**src/hw/rtl/ksq_pkg.sv**
```systemverilog
// Shared widths and the command/status bundles between controller and datapath.
package ksq_pkg;

	localparam int VALUE_W = 32;
	localparam int RANK_W  = 10;

	typedef struct packed {
		logic load;
		logic start;
		logic piv_rd;
		logic piv_ld;
		logic scan_rd;
		logic wr_s;
		logic wr_b;
		logic wr_a;
		logic advance;
		logic narrow;
		logic emit;
	} ksq_cmd_t;

	typedef struct packed {
		logic rank_bad;
		logic scan_done;
		logic elem_less;
		logic elem_greater;
		logic found;
		logic out_busy;
	} ksq_sts_t;

endpackage

```
**src/hw/rtl/ksq_ctrl.sv**
```systemverilog
// Sequencer for loading, partition passes and result hand-off.
module ksq_ctrl import ksq_pkg::*; (
	input  logic     clk,
	input  logic     arst_n,
	input  logic     item_valid,
	input  logic     item_last,
	output logic     item_ready,
	input  ksq_sts_t sts,
	output ksq_cmd_t cmd
);

	typedef enum logic [9:0] {
		ST_LOAD    = 10'b0000000001,
		ST_START   = 10'b0000000010,
		ST_PIV_RD  = 10'b0000000100,
		ST_PIV_LD  = 10'b0000001000,
		ST_SCAN_RD = 10'b0000010000,
		ST_SCAN_EV = 10'b0000100000,
		ST_WR_B    = 10'b0001000000,
		ST_WR_A    = 10'b0010000000,
		ST_NARROW  = 10'b0100000000,
		ST_DONE    = 10'b1000000000
	} ksq_state_t;

	ksq_state_t state_q;
	ksq_state_t state_d;

	assign item_ready = (state_q == ST_LOAD);

	always_comb begin
		state_d = state_q;
		cmd     = '0;
		unique case (state_q)
			ST_LOAD: begin
				if (item_valid) begin
					cmd.load = 1'b1;
					if (item_last) begin
						state_d = ST_START;
					end
				end
			end
			ST_START: begin
				cmd.start = 1'b1;
				state_d   = sts.rank_bad ? ST_DONE : ST_PIV_RD;
			end
			ST_PIV_RD: begin
				cmd.piv_rd = 1'b1;
				state_d    = ST_PIV_LD;
			end
			ST_PIV_LD: begin
				cmd.piv_ld = 1'b1;
				state_d    = ST_SCAN_RD;
			end
			ST_SCAN_RD: begin
				if (sts.scan_done) begin
					state_d = ST_NARROW;
				end else begin
					cmd.scan_rd = 1'b1;
					state_d     = ST_SCAN_EV;
				end
			end
			ST_SCAN_EV: begin
				// Greater elements stay put; others rotate into place.
				if (sts.elem_greater) begin
					cmd.advance = 1'b1;
					state_d     = ST_SCAN_RD;
				end else begin
					cmd.wr_s = 1'b1;
					state_d  = ST_WR_B;
				end
			end
			ST_WR_B: begin
				cmd.wr_b = 1'b1;
				if (sts.elem_less) begin
					state_d = ST_WR_A;
				end else begin
					cmd.advance = 1'b1;
					state_d     = ST_SCAN_RD;
				end
			end
			ST_WR_A: begin
				cmd.wr_a    = 1'b1;
				cmd.advance = 1'b1;
				state_d     = ST_SCAN_RD;
			end
			ST_NARROW: begin
				if (sts.found) begin
					state_d = ST_DONE;
				end else begin
					cmd.narrow = 1'b1;
					state_d    = ST_PIV_RD;
				end
			end
			ST_DONE: begin
				// Hold until the result register is free.
				if (!sts.out_busy) begin
					cmd.emit = 1'b1;
					state_d  = ST_LOAD;
				end
			end
			default: begin
				state_d = ST_LOAD;
			end
		endcase
	end

	always_ff @(posedge clk or negedge arst_n) begin
		if (!arst_n) begin
			state_q <= ST_LOAD;
		end else begin
			state_q <= state_d;
		end
	end

endmodule

```
**config.mk**
```make
export PLATFORM = sky130hd
export DESIGN_NAME = ksq_ctrl
export DESIGN_NICKNAME = d
export VERILOG_FILES = /design/src/hw/rtl/ksq_pkg.sv /design/src/hw/rtl/ksq_ctrl.sv
export SDC_FILE = /design/constraint.sdc
export NUM_CORES = 1
export LEC_CHECK = 0
export ABC_AREA = 1
export BUFFER_PORTS_ARGS = -buffer_cell sky130_fd_sc_hd__buf_4
export CORE_AREA = 2 2 47 49
export DETAILED_ROUTE_END_ITERATION = 10
export DIE_AREA = 0 0 49 51
export MAX_ROUTING_LAYER = met4
export PLACE_DENSITY = 0.66
export SLEW_MARGIN = 20
export SYNTH_ARGS = -nofsm -noshare
export SYNTH_HDL_FRONTEND = slang
export SYNTH_SLANG_ARGS = --single-unit
export TNS_END_PERCENT = 20
```
**constraint.sdc**
```tcl
create_clock -name clk -period 1.1 [get_ports clk]
set_input_delay 0.11 -clock clk [delete_from_list [all_inputs] [get_ports clk]]
set_output_delay 0.11 -clock clk [all_outputs]
set_load 0.005 [all_outputs]
```
==> summary.md, run 1 <==
| Metric | Value |
|---|---|
| Outcome | finished, violations left |
| Failing checks | setup timing |
| Syn avg cell area | 6.98 sq um |
| Worst-path maximum fanout | 3 |
| Total global routing track utilization | 0.145 |
| Pwr dens | 1470 nW/um^2 |
| Final period utilization | 1.45 |
| Area share of the largest cell type after synthesis | 0.340 |
| Synth Cell Area | 663 sq um |
| Max reg flops | 10 |
| Post-DR wirelength/cell | 10.1 microns |
| RR Endpoint | state_q[0]$_DFFE_PN1P_ |
| Worst hold start | sts[4] |
| Global-route wire length before repair | 2700 microns |
| Leakage | 0.608 nW |
| DRT iter0 DRCs | 7 |
| Largest regs | state_q (10) |
| Post-route DRC | 0 |
| CTS sink count | 10 |
| Worst path required time | 0.99 ns |
| Placed inst area | 898 sq um |
| Die span in x | roughly 49 microns |
| Endpoints failing setup | 19 |
| Gate count of the mapped netlist | 95 |
| Core area | 2060 sq um |
| Arr. time, crit path | 1.49 ns |
| Vias/cell | roughly 4.3 |
| GR Overflow Total | 0 |
| I/O pins | 22 |
| Final count of pins violating max slew | 0 |
| Most frequent cells in the layout | 27 x buf_4, 18 x inv_1, 15 x nor2_1, 12 x nand2_1 |
| Maximum vdd drop | 0.846 mV |
| Reg2reg setup slack | -0.21 ns |
| H-Tree Level Count | 1 |
| Worst-Skew Late Latency | 0.26 ns |
| Site row count | 17 |
| CTS root buf | clkbuf_4 |
| Reg2reg start | state_q[6]$_DFFE_PN0P_ |
| Synth Warn # | 0 |
| # port buffers | 21 |
| Worst Skew | 0.00449 ns |
| Fillers | 226 |
| Rel. slew slack | 0.882 |
| Hold Vio Cnt, Final | 0 |
| Final ANT Viol Nets | 0 |
| Sequential area share after synthesis | 0.379 |
| Worst hold stages | 2 |
| Hold slack | 0.0162 ns |
| Dpl ws | -0.219 ns |
| Design Area, Final | 1010 sq um |
| Routability-driven placement congestion ratio | 0.875 |
| Top reg by flops | state_q |
| Max-cap violations | 0 |
| Crit start category | flop |
| Syn Nets | 105 |
| Share of layout cells above drive strength 1 | 0.492 |
| Vias | 667 |
| Die height | 51 microns |
| Fmax | 625 MHz |
| First-pass DRT Iterations | 4 |
| Slew @ Worst Pin | 0.176 ns |
| Commonest non-fill, non-tap cell in the layout | buf_4 |
| Unrepaired setup endpoints after global routing | true |
| Post-route setup TNS | -5.81 ns |
| Worst setup path class | reg2out |
| Antenna diodes | 0 |
| Cell taking the most area after synthesis | dfrtp_1 |
| P&R area growth vs syn | 52.1% |
| Worst hold path type | in2reg |
| Largest net degree at the start of global routing | 11 |
| Seq cells post-synth | 10 |
| Worst Hold Endpoint | state_q[5]$_DFFE_PN0P_ |
| Top cells by area, synth | dfrtp_1 34%, inv_1 12%, nor2_1 10% |
| Library cells used by synthesis | 17 |
| Initial antenna violation count | 0 |
| Initial Util | 0.321 |
| Crit. End Element | primary output |
| CTS tree | yes |
| Die Footprint | 2500 sq um |
| Worst R2R Path Depth | 9 |
| Final Worst Setup Slack | -0.500 ns |
| Num CTS Buffers | 3 |
| Clock transition at the registers of the reported paths | ~0.060 ns |
| HPWL Detailed | 1240 microns |
| Vias in the first global route | between 600 and 700 |
| Fin crit period | 1.60 ns |
| Nets | around 140 |
| Core Util, Final | 0.489 |
| Worst-case clock buffer depth | 2 |
| Final wirelength | ~1600 microns |
==> power breakdown <==
group / switching (mW) / total, mW / internal (mW)
registers: 0.0492 / 0.469 / 0.420
logic: 0.392 / 0.682 / 0.290
clock network: 0.127 / 0.328 / 0.201
total: 0.568 / 1.48 / 0.911
==> synthesized netlist by cell type <==
cell type,n
inv_1,21
nor2_1,18
nand2_1,17
dfrtp_1,9
nand3_1,7
nor2_2,5
nand2_2,4
nand3_2,3
nor2_4,3
buf_4,1
dfstp_2,1
inv_2,1
nor3_2,1
o21ai_0,1
o21ai_1,1
o21ai_2,1
o22ai_1,1
==> cell families after synthesis <==
kind of cell | share of synthesized area
buf+inv | 0.136
flops | 0.379
simple gates | 0.447
compound gates | 0.0377
==> worst max-delay path by stage <==
stage / from / to / slack, ns / depth (start not counted)
3_3_place_gp: state_q[3]$_DFFE_PN0P_ / cmd[2] / -0.22 / 8
2_1_floorplan: state_q[0]$_DFFE_PN1P_ / state_q[0]$_DFFE_PN1P_ / -0.05 / 8
5_1_grt: state_q[9]$_DFFE_PN0P_ / cmd[2] / -0.62 / 8
4_1_cts: state_q[9]$_DFFE_PN0P_ / cmd[2] / -0.50 / 8
6_report: state_q[6]$_DFFE_PN0P_ / cmd[1] / -0.50 / 7
3_5_place_dp: state_q[3]$_DFFE_PN0P_ / cmd[2] / -0.22 / 8
==> through the flow <==
stage	power (mW)	std cells
finish	1.48	156
global route	1.59	156
CTS	1.48	155
detailed placement	1.06	149
global placement	1.05	149
floorplan	0.876	95
==> layout make-up <==
cell class	count	area (sq um)	area share
Multi-Input combinational cell	62	368	0.365
Sequential cell	10	251	0.249
Timing Repair Buffer	30	235	0.233
Inverter	22	82.6	0.0819
Clock buffer	4	36.3	0.0360
Tap cell	28	35.0	0.0347
==> repair_timing <==
item                                    4_1_cts  5_1_grt
gates resized for setup                      10        5
endpoints found under the setup margin       20       22
hold endpoints to repair                     10        0
setup buffers                                 1        1
pin swaps                                     3        2
hold buffers                                  1        0
==> routing by layer <==
layer,part of all wire,GRT usage,vias up,wire length [microns]
met5,0,-,-,0
met4,0.038,0.105,0,59
met1,0.40,0.151,293,626
li1,-,-,345,-
met3,0.057,0.0322,6,89
met2,0.51,0.247,23,793
==> worst max-delay path: stages (launching register included) <==
cell	delay (ns)
dfrtp_1	0.40
nor2_2	0.14
buf_4	0.13
nand2_2	0.08
nor2_4	0.16
nand3_2	0.12
nor2_2	0.10
buf_4	0.11
No activity file was read; power rests on OpenSTA's default activity.
==> run 2, diff against run 1 <==
Settings changed: TNS_END_PERCENT 20 to 5.
==> summary.md, run 2 (synthesis gave the netlist of run 1 again) <==
| Metric | Value |
|---|---|
| Outcome | finished, violations left |
| Failing checks | setup timing |
| Clock transition at the registers of the reported paths | 0.06 ns (about the same) |
| Pwr dens | 1440 nW/um^2 (-1.8%) |
| Leakage | 0.604 nW (-0.72%) |
| Worst-path maximum fanout | 3 (unchanged) |
| Worst Skew | 0.00411 ns (-0.000371 ns) |
| Most frequent cells in the layout | 28 x buf_4, 20 x inv_1, 16 x nor2_1, 14 x nand2_1, 9 x dfrtp_1 |
| Fin crit period | 1.65 ns (+0.0521 ns) |
| Worst path required time | 0.99 ns (about the same) |
| Vias | 672 (+0.75%) |
| First-pass DRT Iterations | 4 (unchanged) |
| Fmax | 605 MHz (-3.2%) |
| I/O pins | 22 (unchanged) |
| CTS tree | yes |
| Nets | 138 (-0.72%) |
| Hold Vio Cnt, Final | 0 (unchanged) |
| Final period utilization | 1.50 (+0.0474) |
| Maximum vdd drop | 0.872 mV (+3.2%) |
| H-Tree Level Count | 1 (unchanged) |
| Die span in x | 49 microns (unchanged) |
| Top reg by flops | state_q |
| Crit path cell chain | nor2_2 > buf_4 > nand2_2 > nor2_4 > nand3_2 > nor2_1 > buf_4 |
| P&R area growth vs syn | 47.9% |
| Core Util, Final | 0.475 (-0.0133) |
| Max reg flops | 10 (unchanged) |
| Rel. slew slack | 0.880 (-0.00202) |
| CTS sink count | 10 (unchanged) |
| Placed inst area | 898 sq um (unchanged) |
| RR Endpoint | state_q[0]$_DFFE_PN1P_ |
| Crit start category | flop |
| Worst Hold Endpoint | state_q[5]$_DFFE_PN0P_ |
| Worst hold start | sts[4] |
| Post-route setup TNS | -6.57 ns (-0.758 ns) |
| HPWL Detailed | 1240 microns (unchanged) |
| Storage element area | 251 sq um (unchanged) |
| Unrepaired setup endpoints after global routing | true |
| Final Power | 1.41 mW (-4.4%) |
| Vias in the first global route | 646 (-2.1%) |
| Worst setup path class | reg2out |
| Vias/cell | 4.34 (+1.4%) |
| Final wirelength | 1510 microns (-3.7%) |
| Core area | 2060 sq um (unchanged) |
| Hold slack | 0.0122 ns (-0.00395 ns) |
| Worst-Skew Late Latency | 0.27 ns (about the same) |
| CP max-delay cell | dfrtp_1 |
| Worst hold stages | 2 (unchanged) |
| Share of layout cells above drive strength 1 | 0.449 (-0.0434) |
| Post-route DRC | 0 (unchanged) |
| Largest regs | state_q (10) |
| Initial antenna violation count | 0 (unchanged) |
| Die height | 51 microns (unchanged) |
| Design Area, Final | 981 sq um (-2.7%) |
| Arr. time, crit path | 1.54 ns (+0.05 ns) |
| Final ANT Viol Nets | 0 (unchanged) |
| Slew @ Worst Pin | 0.180 ns (+0.00342 ns) |
| Total global routing track utilization | 0.137 (-0.00865) |
| Max-cap violations | 0 (unchanged) |
| Final Worst Setup Slack | -0.553 ns (-0.0521 ns) |
| Global-route wire length before repair | 2570 microns (-4.9%) |
| DRT iter0 DRCs | 11 (+4) |
| Endpoints failing setup | 20 (+1) |
| Post-DR wirelength/cell | 9.75 microns (-3.1%) |
| Multi-input logic area | 355 sq um (-3.4%) |
| Antenna diodes | 0 (unchanged) |
| Site row count | 17 (unchanged) |
| Commonest non-fill, non-tap cell in the layout | buf_4 |
| Die Footprint | 2500 sq um (unchanged) |
| Initial Util | 0.321 (unchanged) |
| Reg2reg start | state_q[6]$_DFFE_PN0P_ |
| Fillers | 227 (+0.44%) |
| Final count of pins violating max slew | 0 (unchanged) |
| Largest net degree at the start of global routing | 11 (unchanged) |
| GR Overflow Total | 0 (unchanged) |
| Crit. End Element | primary output |
| Routability-driven placement congestion ratio | 0.875 (unchanged) |
| Worst-case clock buffer depth | 2 (unchanged) |
| Most frequent CP cell | buf_4 |
| Num CTS Buffers | 3 (unchanged) |
| Worst R2R Path Depth | 9 (unchanged) |
| CP peak stage delay | 0.40 ns (about the same) |
| Reg2reg setup slack | -0.28 ns (-0.07 ns) |
| CTS root buf | clkbuf_4 |
| # port buffers | 21 (unchanged) |
| Worst hold path type | in2reg |
[run 2: cell types whose count changed in the layout (fill, tap and decap cells not counted), sizes merged]
cell  before  now
buf       29   28
[run 2: final cells by class]
class | count | share of cell area
multi-input cells | 62 | 0.362
inverters | 22 | 0.0842
clock buffers | 4 | 0.0370
repair buffers | 29 | 0.224
well taps | 28 | 0.0357
flip-flops and latches | 10 | 0.256
[run 2: critical path: cells and delay by family (launching register included)]
family | cells | cell delay [ns]
buffers and inverters | 2 | 0.25
AND/OR/NAND/NOR | 5 | 0.62
flip-flops | 1 | 0.40
[run 2: worst max path at each step]
| stage | from | to | slack [ns] | depth (start not counted) |
|---|---|---|---|---|
| finish | state_q[6]$_DFFE_PN0P_ | cmd[1] | -0.55 | 7 |
| global route | state_q[8]$_DFFE_PN0P_ | cmd[2] | -0.66 | 8 |
| CTS | state_q[7]$_DFFE_PN0P_ | cmd[2] | -0.50 | 8 |
| detailed placement | state_q[3]$_DFFE_PN0P_ | cmd[2] | -0.22 | 8 |
| global placement | state_q[3]$_DFFE_PN0P_ | cmd[2] | -0.22 | 8 |
| floorplan | state_q[0]$_DFFE_PN1P_ | state_q[0]$_DFFE_PN1P_ | -0.05 | 8 |
[run 2: what timing repair did]
action                                  CTS  global route
hold buffers                              1             0
pin swaps                                 2             3
endpoints found under the setup margin   20            21
gates cloned                              0             0
gates resized for setup                   1             6
hold endpoints to repair                 10             0
buffers inserted                          0             1
[run 2: metrics by stage]
stage / std cells / setup slack [ns]
floorplan: 95 / -0.0464
global placement: 149 / -0.219
detailed placement: 149 / -0.219
CTS: 154 / -0.497
global route: 155 / -0.659
finish: 155 / -0.553
[run 2: power by group]
| part | switching [mW] | total (mW) | internal, mW |
|---|---|---|---|
| Sequential | 0.0409 | 0.461 | 0.420 |
| Combinational | 0.365 | 0.621 | 0.256 |
| Clock | 0.131 | 0.332 | 0.201 |
[run 2: per-layer routing]
metal  vias up  part of all wire  track usage
li1        345                 -            -
met1       300              0.42        0.147
met2        23              0.50        0.231
met3         4             0.063       0.0292
met4         0             0.021       0.0905
met5         -                 0            -
